## src/hrp_pkg.sv

```systemverilog
`timescale 1ns / 1ps

package hrp_pkg;

	localparam int OFFSET_BITS = 32;
	localparam int ACC_EXT_BITS = OFFSET_BITS + 4;

	localparam logic [OFFSET_BITS-1:0] OFFSET_MAX = '1;

	localparam logic [7:0] CH_NUL = 8'h00;
	localparam logic [7:0] CH_LF = 8'h0A;
	localparam logic [7:0] CH_SPACE = 8'h20;
	localparam logic [7:0] CH_DASH = 8'h2D;
	localparam logic [7:0] CH_ZERO = 8'h30;
	localparam logic [7:0] CH_NINE = 8'h39;
	localparam logic [7:0] CH_UPPER_A = 8'h41;
	localparam logic [7:0] CH_UPPER_Z = 8'h5A;
	localparam logic [7:0] CASE_BIT = 8'h20;

	// index of the last character of both keywords
	localparam logic [2:0] WORD_LAST = 3'd5;
	// characters of the range keyword below this index match without regard to case
	localparam logic [2:0] FOLD_LIMIT = 3'd5;

	typedef enum logic [7:0] {
		PH_LINE   = 8'b0000_0001,
		PH_SKIP   = 8'b0000_0010,
		PH_SPACES = 8'b0000_0100,
		PH_BYTES  = 8'b0000_1000,
		PH_START  = 8'b0001_0000,
		PH_DASH   = 8'b0010_0000,
		PH_END    = 8'b0100_0000,
		PH_DONE   = 8'b1000_0000
	} phase_t;

	typedef enum logic [1:0] {
		OC_UNDECIDED = 2'd0,
		OC_REJECTED  = 2'd1,
		OC_PARSED    = 2'd2
	} outcome_t;

	typedef struct packed {
		logic [7:0]  request_byte;
		logic [31:0] body_length;
		logic        end_of_request;
	} req_item_t;

	typedef struct packed {
		logic        range_valid;
		logic [31:0] first_offset;
		logic [31:0] last_offset;
	} rsp_item_t;

	typedef struct packed {
		phase_t                 phase;
		logic [2:0]             match_position;
		logic [OFFSET_BITS-1:0] start_acc;
		logic [OFFSET_BITS-1:0] end_acc;
		logic                   end_given;
		outcome_t               outcome;
	} scan_state_t;

	function automatic logic [7:0] range_char(logic [2:0] pos);
		logic [7:0] ch;
		unique case (pos)
			3'd0: ch = 8'h72;
			3'd1: ch = 8'h61;
			3'd2: ch = 8'h6E;
			3'd3: ch = 8'h67;
			3'd4: ch = 8'h65;
			3'd5: ch = 8'h3A;
			default: ch = 8'h3A;
		endcase
		return ch;
	endfunction

	function automatic logic [7:0] bytes_char(logic [2:0] pos);
		logic [7:0] ch;
		unique case (pos)
			3'd0: ch = 8'h62;
			3'd1: ch = 8'h79;
			3'd2: ch = 8'h74;
			3'd3: ch = 8'h65;
			3'd4: ch = 8'h73;
			3'd5: ch = 8'h3D;
			default: ch = 8'h3D;
		endcase
		return ch;
	endfunction

	// acc * 10 + digit, held at the top value on overflow
	function automatic logic [OFFSET_BITS-1:0] push_digit(logic [OFFSET_BITS-1:0] acc,
			logic [3:0] digit);
		logic [ACC_EXT_BITS-1:0] wide;
		logic [ACC_EXT_BITS-1:0] sum;
		wide = ACC_EXT_BITS'(acc);
		sum = (wide << 3) + (wide << 1) + ACC_EXT_BITS'(digit);
		if (sum > ACC_EXT_BITS'(OFFSET_MAX)) begin
			return OFFSET_MAX;
		end
		return sum[OFFSET_BITS-1:0];
	endfunction

	function automatic scan_state_t scan_reset_state();
		scan_state_t st;
		st.phase = PH_LINE;
		st.match_position = 3'd0;
		st.start_acc = '0;
		st.end_acc = '0;
		st.end_given = 1'b0;
		st.outcome = OC_UNDECIDED;
		return st;
	endfunction

endpackage

```

## src/http_range_header_parser.sv

```systemverilog
`timescale 1ns / 1ps

// Byte-range header parser. Request bytes enter one per cycle on req, with the
// body length alongside; the byte flagged end_of_request yields one result,
// offered on rsp once it has passed the input register and the result register,
// and every other byte yields none. The scan state update and the shared
// multiply-by-ten add sit in the combinational logic between the input register
// and the result register, so a byte is taken in every cycle; only the final byte
// of a request waits, while the previous result is still held by rsp_stall. There
// is no start-up sweep: the block takes bytes from the first cycle after reset.
module http_range_header_parser (
	input  logic               clk,
	input  logic               arst_n,
	input  logic               req_valid,
	output logic               req_stall,
	input  hrp_pkg::req_item_t req,
	output logic               rsp_valid,
	input  logic               rsp_stall,
	output hrp_pkg::rsp_item_t rsp
);

	logic                 valid_s1;
	hrp_pkg::req_item_t   item_s1;
	logic                 rsp_valid_s2;
	hrp_pkg::rsp_item_t   rsp_s2;
	logic                 advance;
	hrp_pkg::scan_state_t post;
	hrp_pkg::rsp_item_t   result;

	// an item with no result never waits on the output side
	assign advance = valid_s1 && (!item_s1.end_of_request || !rsp_valid_s2 || !rsp_stall);
	assign req_stall = valid_s1 && !advance;

	always_ff @(posedge clk or negedge arst_n) begin
		if (!arst_n) begin
			valid_s1 <= 1'b0;
		end else if (!req_stall) begin
			valid_s1 <= req_valid;
		end
	end

	always_ff @(posedge clk) begin
		if (req_valid && !req_stall) begin
			item_s1 <= req;
		end
	end

	hrp_scan u_scan (
		.clk            (clk),
		.arst_n         (arst_n),
		.step           (advance),
		.request_byte   (item_s1.request_byte),
		.end_of_request (item_s1.end_of_request),
		.post           (post)
	);

	hrp_resolve u_resolve (
		.post        (post),
		.body_length (item_s1.body_length),
		.result      (result)
	);

	always_ff @(posedge clk or negedge arst_n) begin
		if (!arst_n) begin
			rsp_valid_s2 <= 1'b0;
		end else if (advance && item_s1.end_of_request) begin
			rsp_valid_s2 <= 1'b1;
		end else if (!rsp_stall) begin
			rsp_valid_s2 <= 1'b0;
		end
	end

	always_ff @(posedge clk) begin
		if (advance && item_s1.end_of_request) begin
			rsp_s2 <= result;
		end
	end

	assign rsp_valid = rsp_valid_s2;
	assign rsp = rsp_s2;

endmodule

```

## src/hrp_scan.sv

```systemverilog
`timescale 1ns / 1ps

module hrp_scan (
	input  logic                clk,
	input  logic                arst_n,
	input  logic                step,
	input  logic [7:0]          request_byte,
	input  logic                end_of_request,
	output hrp_pkg::scan_state_t post
);

	hrp_pkg::scan_state_t st_q;
	hrp_pkg::scan_state_t nxt;

	logic       is_digit;
	logic [3:0] digit;
	logic [7:0] folded;
	logic [2:0] pos_inc;
	logic [hrp_pkg::OFFSET_BITS-1:0] acc_sel;
	logic [hrp_pkg::OFFSET_BITS-1:0] acc_new;

	assign is_digit = (request_byte >= hrp_pkg::CH_ZERO) && (request_byte <= hrp_pkg::CH_NINE);
	assign digit = 4'(request_byte - hrp_pkg::CH_ZERO);
	assign pos_inc = 3'(st_q.match_position + 3'd1);

	always_comb begin
		if (st_q.match_position < hrp_pkg::FOLD_LIMIT
				&& request_byte >= hrp_pkg::CH_UPPER_A
				&& request_byte <= hrp_pkg::CH_UPPER_Z) begin
			folded = request_byte | hrp_pkg::CASE_BIT;
		end else begin
			folded = request_byte;
		end
	end

	// one shared multiply-by-ten unit for both numbers
	assign acc_sel = (st_q.phase == hrp_pkg::PH_START) ? st_q.start_acc : st_q.end_acc;
	assign acc_new = hrp_pkg::push_digit(acc_sel, digit);

	always_comb begin
		nxt = st_q;
		unique case (st_q.phase) inside
			hrp_pkg::PH_LINE: begin
				if (request_byte == hrp_pkg::CH_NUL) begin
					nxt.phase = hrp_pkg::PH_DONE;
					nxt.outcome = hrp_pkg::OC_REJECTED;
				end else if (folded == hrp_pkg::range_char(st_q.match_position)) begin
					if (st_q.match_position == hrp_pkg::WORD_LAST) begin
						nxt.match_position = 3'd0;
						nxt.phase = hrp_pkg::PH_SPACES;
					end else begin
						nxt.match_position = pos_inc;
					end
				end else if (request_byte == hrp_pkg::CH_LF) begin
					nxt.match_position = 3'd0;
				end else begin
					nxt.match_position = 3'd0;
					nxt.phase = hrp_pkg::PH_SKIP;
				end
			end
			hrp_pkg::PH_SKIP: begin
				if (request_byte == hrp_pkg::CH_NUL) begin
					nxt.phase = hrp_pkg::PH_DONE;
					nxt.outcome = hrp_pkg::OC_REJECTED;
				end else if (request_byte == hrp_pkg::CH_LF) begin
					nxt.match_position = 3'd0;
					nxt.phase = hrp_pkg::PH_LINE;
				end
			end
			hrp_pkg::PH_SPACES: begin
				if (request_byte != hrp_pkg::CH_SPACE) begin
					// first non-space is the first keyword character
					if (request_byte != hrp_pkg::bytes_char(3'd0)) begin
						nxt.phase = hrp_pkg::PH_DONE;
						nxt.outcome = hrp_pkg::OC_REJECTED;
					end else begin
						nxt.match_position = 3'd1;
						nxt.phase = hrp_pkg::PH_BYTES;
					end
				end
			end
			hrp_pkg::PH_BYTES: begin
				if (request_byte != hrp_pkg::bytes_char(st_q.match_position)) begin
					nxt.phase = hrp_pkg::PH_DONE;
					nxt.outcome = hrp_pkg::OC_REJECTED;
				end else if (st_q.match_position == hrp_pkg::WORD_LAST) begin
					nxt.match_position = 3'd0;
					nxt.phase = hrp_pkg::PH_START;
				end else begin
					nxt.match_position = pos_inc;
				end
			end
			hrp_pkg::PH_START: begin
				if (is_digit) begin
					nxt.start_acc = acc_new;
				end else if (request_byte == hrp_pkg::CH_DASH) begin
					nxt.phase = hrp_pkg::PH_DASH;
				end else begin
					nxt.phase = hrp_pkg::PH_DONE;
					nxt.outcome = hrp_pkg::OC_PARSED;
				end
			end
			hrp_pkg::PH_DASH, hrp_pkg::PH_END: begin
				if (is_digit) begin
					nxt.end_acc = acc_new;
					nxt.end_given = 1'b1;
					nxt.phase = hrp_pkg::PH_END;
				end else begin
					nxt.phase = hrp_pkg::PH_DONE;
					nxt.outcome = hrp_pkg::OC_PARSED;
				end
			end
			hrp_pkg::PH_DONE: begin
				nxt = st_q;
			end
			default: begin
				nxt = st_q;
			end
		endcase
	end

	assign post = nxt;

	always_ff @(posedge clk or negedge arst_n) begin
		if (!arst_n) begin
			st_q <= hrp_pkg::scan_reset_state();
		end else if (step) begin
			// each request starts afresh after its last byte
			if (end_of_request) begin
				st_q <= hrp_pkg::scan_reset_state();
			end else begin
				st_q <= nxt;
			end
		end
	end

endmodule

```

## src/hrp_resolve.sv

```systemverilog
`timescale 1ns / 1ps

module hrp_resolve (
	input  hrp_pkg::scan_state_t post,
	input  logic [31:0]          body_length,
	output hrp_pkg::rsp_item_t   result
);

	logic [hrp_pkg::OFFSET_BITS-1:0] len;
	logic [hrp_pkg::OFFSET_BITS-1:0] whole_last;
	logic [hrp_pkg::OFFSET_BITS-1:0] end_raw;
	logic [hrp_pkg::OFFSET_BITS-1:0] end_clamped;
	logic                            parsed;
	logic                            valid;

	assign len = hrp_pkg::OFFSET_BITS'(body_length);
	assign whole_last = (len != '0) ? len - hrp_pkg::OFFSET_BITS'(1) : '0;

	// a scan still inside the numbers counts as parsed
	assign parsed = (post.phase == hrp_pkg::PH_DONE && post.outcome == hrp_pkg::OC_PARSED)
		|| post.phase == hrp_pkg::PH_START || post.phase == hrp_pkg::PH_DASH
		|| post.phase == hrp_pkg::PH_END;

	assign end_raw = post.end_given ? post.end_acc : whole_last;
	assign end_clamped = (end_raw >= len) ? whole_last : end_raw;
	assign valid = parsed && (post.start_acc < len) && (end_clamped >= post.start_acc);

	assign result.range_valid = valid;
	assign result.first_offset = valid ? 32'(post.start_acc) : 32'd0;
	assign result.last_offset = valid ? 32'(end_clamped) : 32'(whole_last);

endmodule

```

## config.mk

```make
export PLATFORM = sky130hd
export DESIGN_NAME = http_range_header_parser
export DESIGN_NICKNAME = d
export VERILOG_FILES = /design/src/hrp_pkg.sv /design/src/http_range_header_parser.sv /design/src/hrp_scan.sv /design/src/hrp_resolve.sv
export SDC_FILE = /design/constraint.sdc
export NUM_CORES = 1
export LEC_CHECK = 0
export BUFFER_PORTS_ARGS = -buffer_cell sky130_fd_sc_hd__buf_2
export CAP_MARGIN = 0
export CORE_MARGIN = 4
export CORE_UTILIZATION = 55
export CTS_CLUSTER_SIZE = 10
export DETAILED_ROUTE_END_ITERATION = 7
export HOLD_SLACK_MARGIN = 0.05
export PLACE_DENSITY = 0.81
export RECOVER_POWER = 100
export SETUP_SLACK_MARGIN = 0.15
export SYNTH_ARGS = -nofsm -noshare
export SYNTH_HDL_FRONTEND = slang
export SYNTH_SLANG_ARGS = --single-unit
```

## constraint.sdc

```tcl
create_clock -name clk -period 30.6 [get_ports clk]
set_input_delay 4.59 -clock clk [delete_from_list [all_inputs] [get_ports clk]]
set_output_delay 4.59 -clock clk [all_outputs]
set_load 0.005 [all_outputs]
```

==> impl_metrics.json <==
{
  "status": "finished, violations left",
  "violations": "capacitance limit, slew limit",
  "n_antenna_cell": 0,
  "r2r-start": "u_scan.st_q[72]$_DFFE_PN0P_",
  "antenna_found_initial": 0,
  "reg2reg_setup_slack_ns": 11.77,
  "cp_max_fo": 29,
  "core_area_mm2": 0.02606,
  "fillers": 2267,
  "r2r_end": "rsp[21]$_DFFE_PP_",
  "rows": 59,
  "initial_core_util_pct": 55.98,
  "relSlewSlack_pct": -174.8,
  "wl_per_cell_um": 21.56,
  "layoutNonFillerInstCount": 2038,
  "layout.nets": 1897,
  "clk-insertion-delay-late_ns": 0.45,
  "critPathMaxStageDelay_ns": 2.37,
  "die_area_mm2": 0.02919,
  "syn_area_mm2": 0.01459,
  "synth-seq-cells": 186,
  "grt_max_degree": 75,
  "regArea_mm2": 0.005186,
  "hpwl_um": 33000,
  "endpoint_kind": "register",
  "synthFlopType": "edfxtp_1",
  "clk_path_buf_depth": 2,
  "wirelength_um": 43930,
  "post-route-period-util_pct": 61.54,
  "irDropWorstVdd_v": 0.00003111,
  "grt_overflow": 0,
  "multiInputGateArea_mm2": 0.008698,
  "dp_slack_ns": 17.94,
  "path_clk_slew_ns": 0.08,
  "cts_tree": "done",
  "grt_util_all_layers_pct": 30.01,
  "dr_total_vias": 13190,
  "cts_max_level": 4,
  "required_ns": 30.71,
  "drc": 0,
  "grt_pass1_wl_um": 68890,
  "fin_ws_ns": 11.77,
  "dr.pass1.iters": 5,
  "power_density_mw_per_mm2": 39.02,
  "grt_pass1_vias": 12737,
  "io_pins": 112,
  "synth_cell_type_count": 81,
  "min_from": "u_scan.st_q[43]$_DFFE_PN0P_",
  "finalSetupViolations": 0,
  "hold_viol": 0,
  "fin_skew_ns": 0.01869,
  "synth_edf_count": 106,
  "fp.dieH_um": 170.9,
  "crit_arrival_ns": 18.94,
  "ant_nets": 0,
  "viasPerCell": 6.472,
  "fin_util_pct": 60.79,
  "slowest_stage": "nor2_1",
  "yosys_warnings": 0,
  "worst-setup-path-type": "reg -> reg",
  "fmax_mhz": 53.10,
  "worst_setup_path_start_kind": "register",
  "min_path_type": "reg -> reg",
  "syn_nets": 1824,
  "cts.sinks": 186,
  "r2r_cells": 41,
  "hold_path_end": "u_scan.st_q[43]$_DFFE_PN0P_",
  "syn_to_final_growth_pct": 8.603,
  "cpMostUsedCell": "a21oi_1",
  "place.gp.congestion": 0.9425,
  "fin_crit_ns": 18.83,
  "worst_pin_slew_ns": 4.122,
  "synth-seq-area-share_pct": 35.55,
  "io_buffer_count": 111,
  "cts_resized": 0,
  "rsz0062_at_grt": "no",
  "numPlacedInstances": 2006,
  "synthArstFlopShare_pct": 43.01,
  "drv_cap": 9,
  "drive_gt1_share_pct": 8.397,
  "drtIter0Drc": 1691,
  "cts_root_buffer": "clkbuf_16",
  "worstHoldPathCells": 2,
  "holdBufCountCts": 0,
  "slew_violations": 366,
  "syn_inst": 1617,
  "syn_avg_cell_area_um2": 9.021,
  "crit_start": "u_scan.st_q[72]$_DFFE_PN0P_",
  "numCtsBuffers": 17,
  "leakage_nw": 6.915,
  "dieWidth_um": 170.9,
  "finalSetupTns_ns": 0,
  "cts_setup_buffers": 0
}
-- metal layers --
layer | up-vias | global-route usage, % | share of wire [%]
met1 | 6331 | 40.81 | 41
met2 | 728 | 48.40 | 46
met4 | 0 | 9.714 | 3.1
li1 | 6031 | - | -
met3 | 100 | 6.308 | 9.3
met5 | - | 0 | 0
-- power by group --
part / switching (mW) / internal (mW)
Combinational: 0.0613 / 0.0369
Sequential: 0.0115 / 0.278
Clock: 0.108 / 0.123
-- cells in the mapped netlist (8+ instances only) --
cell,count,share of area (%)
nand3_1,22,0.75
nor4_1,8,0.34
o31ai_1,8,0.41
a211oi_1,14,0.72
a31oi_1,10,0.43
and2_1,8,0.34
nand2b_1,13,0.56
nor2_1,139,3.6
mux2i_1,88,6.0
nor3_1,24,0.82
o21bai_1,11,0.57
edfxtp_1,106,22
inv_1,93,2.4
a21o_1,25,1.3
o21a_1,10,0.51
xor2_1,19,1.1
o21ai_0,129,4.4
ha_1,160,14
mux2_2,34,2.6
nand2_1,178,4.6
nand4_1,30,1.3
a22o_1,9,0.54
xnor2_1,45,2.7
clkbuf_1,67,1.7
dfrtp_1,79,14
a21oi_1,157,5.4
o211ai_1,9,0.46
-- state kept, by name, indices dropped and copies added, names as in the netlist --
register / count
item_s1: 41
rsp: 65
rsp_valid: 1
u_scan.st_q: 78
valid_s1: 1
-- cells in the final DEF, fill, tap and decap left out, types with 10 or more instances in the layout --
cell type,instances
nand2_1,177
ha_1,160
a21oi_1,157
nor2_1,138
o21ai_0,129
edfxtp_1,106
inv_1,93
mux2i_1,88
dfrtp_1,79
clkbuf_1,66
buf_2,56
xnor2_1,45
mux2_2,34
nand4_1,30
nor3_1,25
a21o_1,25
nand3_1,22
xor2_1,19
clkbuf_16,17
a211oi_1,14
nand2b_1,13
o21bai_1,11
a31oi_1,10
o21a_1,10
buf_4,10
-- worst max-delay path, delay by kind of cell (launching register included) --
family	cells	cell delay [ns]
AOI/OAI and AO/OA	19	5.17
xor gates and xnor gates	1	0.27
adders and majority gates	4	1.81
buffers and inverters	5	4.08
DFF	1	0.43
muxes	4	1.15
and+or+nand+nor	8	5.50
-- metrics by stage --
stage	power [mW]	instance area (µm²)	hold WS (ns)
global route	0.6436	15840	0.5267
detailed placement	0.3910	15410	0.4875
floorplan	0.3572	14590	0.4508
finish	0.6182	15840	0.5060
CTS	0.6181	16000	0.5054
global placement	0.3886	15410	0.4725
-- how the worst max path moves through the flow --
stage	endpoint	slack [ns]	cells after the start
3_5_place_dp	rsp[21]$_DFFE_PP_	17.94	42
3_3_place_gp	rsp[13]$_DFFE_PP_	18.35	42
5_1_grt	rsp[11]$_DFFE_PP_	10.98	42
2_1_floorplan	rsp[0]$_DFFE_PP_	19.92	45
6_report	rsp[21]$_DFFE_PP_	11.77	41
4_1_cts	rsp[21]$_DFFE_PP_	17.90	42
-- layout make-up --
| type | count | area share, % |
|---|---|---|
| clock buffer | 18 | 2.709 |
| tap | 335 | 2.646 |
| inverter | 93 | 2.204 |
| sequential | 186 | 32.74 |
| multi-input combinational | 1261 | 54.91 |
| clock inverter | 14 | 1.011 |
| timing repair buffer | 131 | 3.783 |
-- cells by family after synthesis --
group	Yosys count	share of synthesized area, %
mux	122	8.664
compound gates	432	17.84
fa+ha+maj	162	14.00
xor+xnor	64	3.843
flops	186	35.56
simple gates	481	15.52
buf+inv	170	4.580
(Power assumes the default switching activity.)
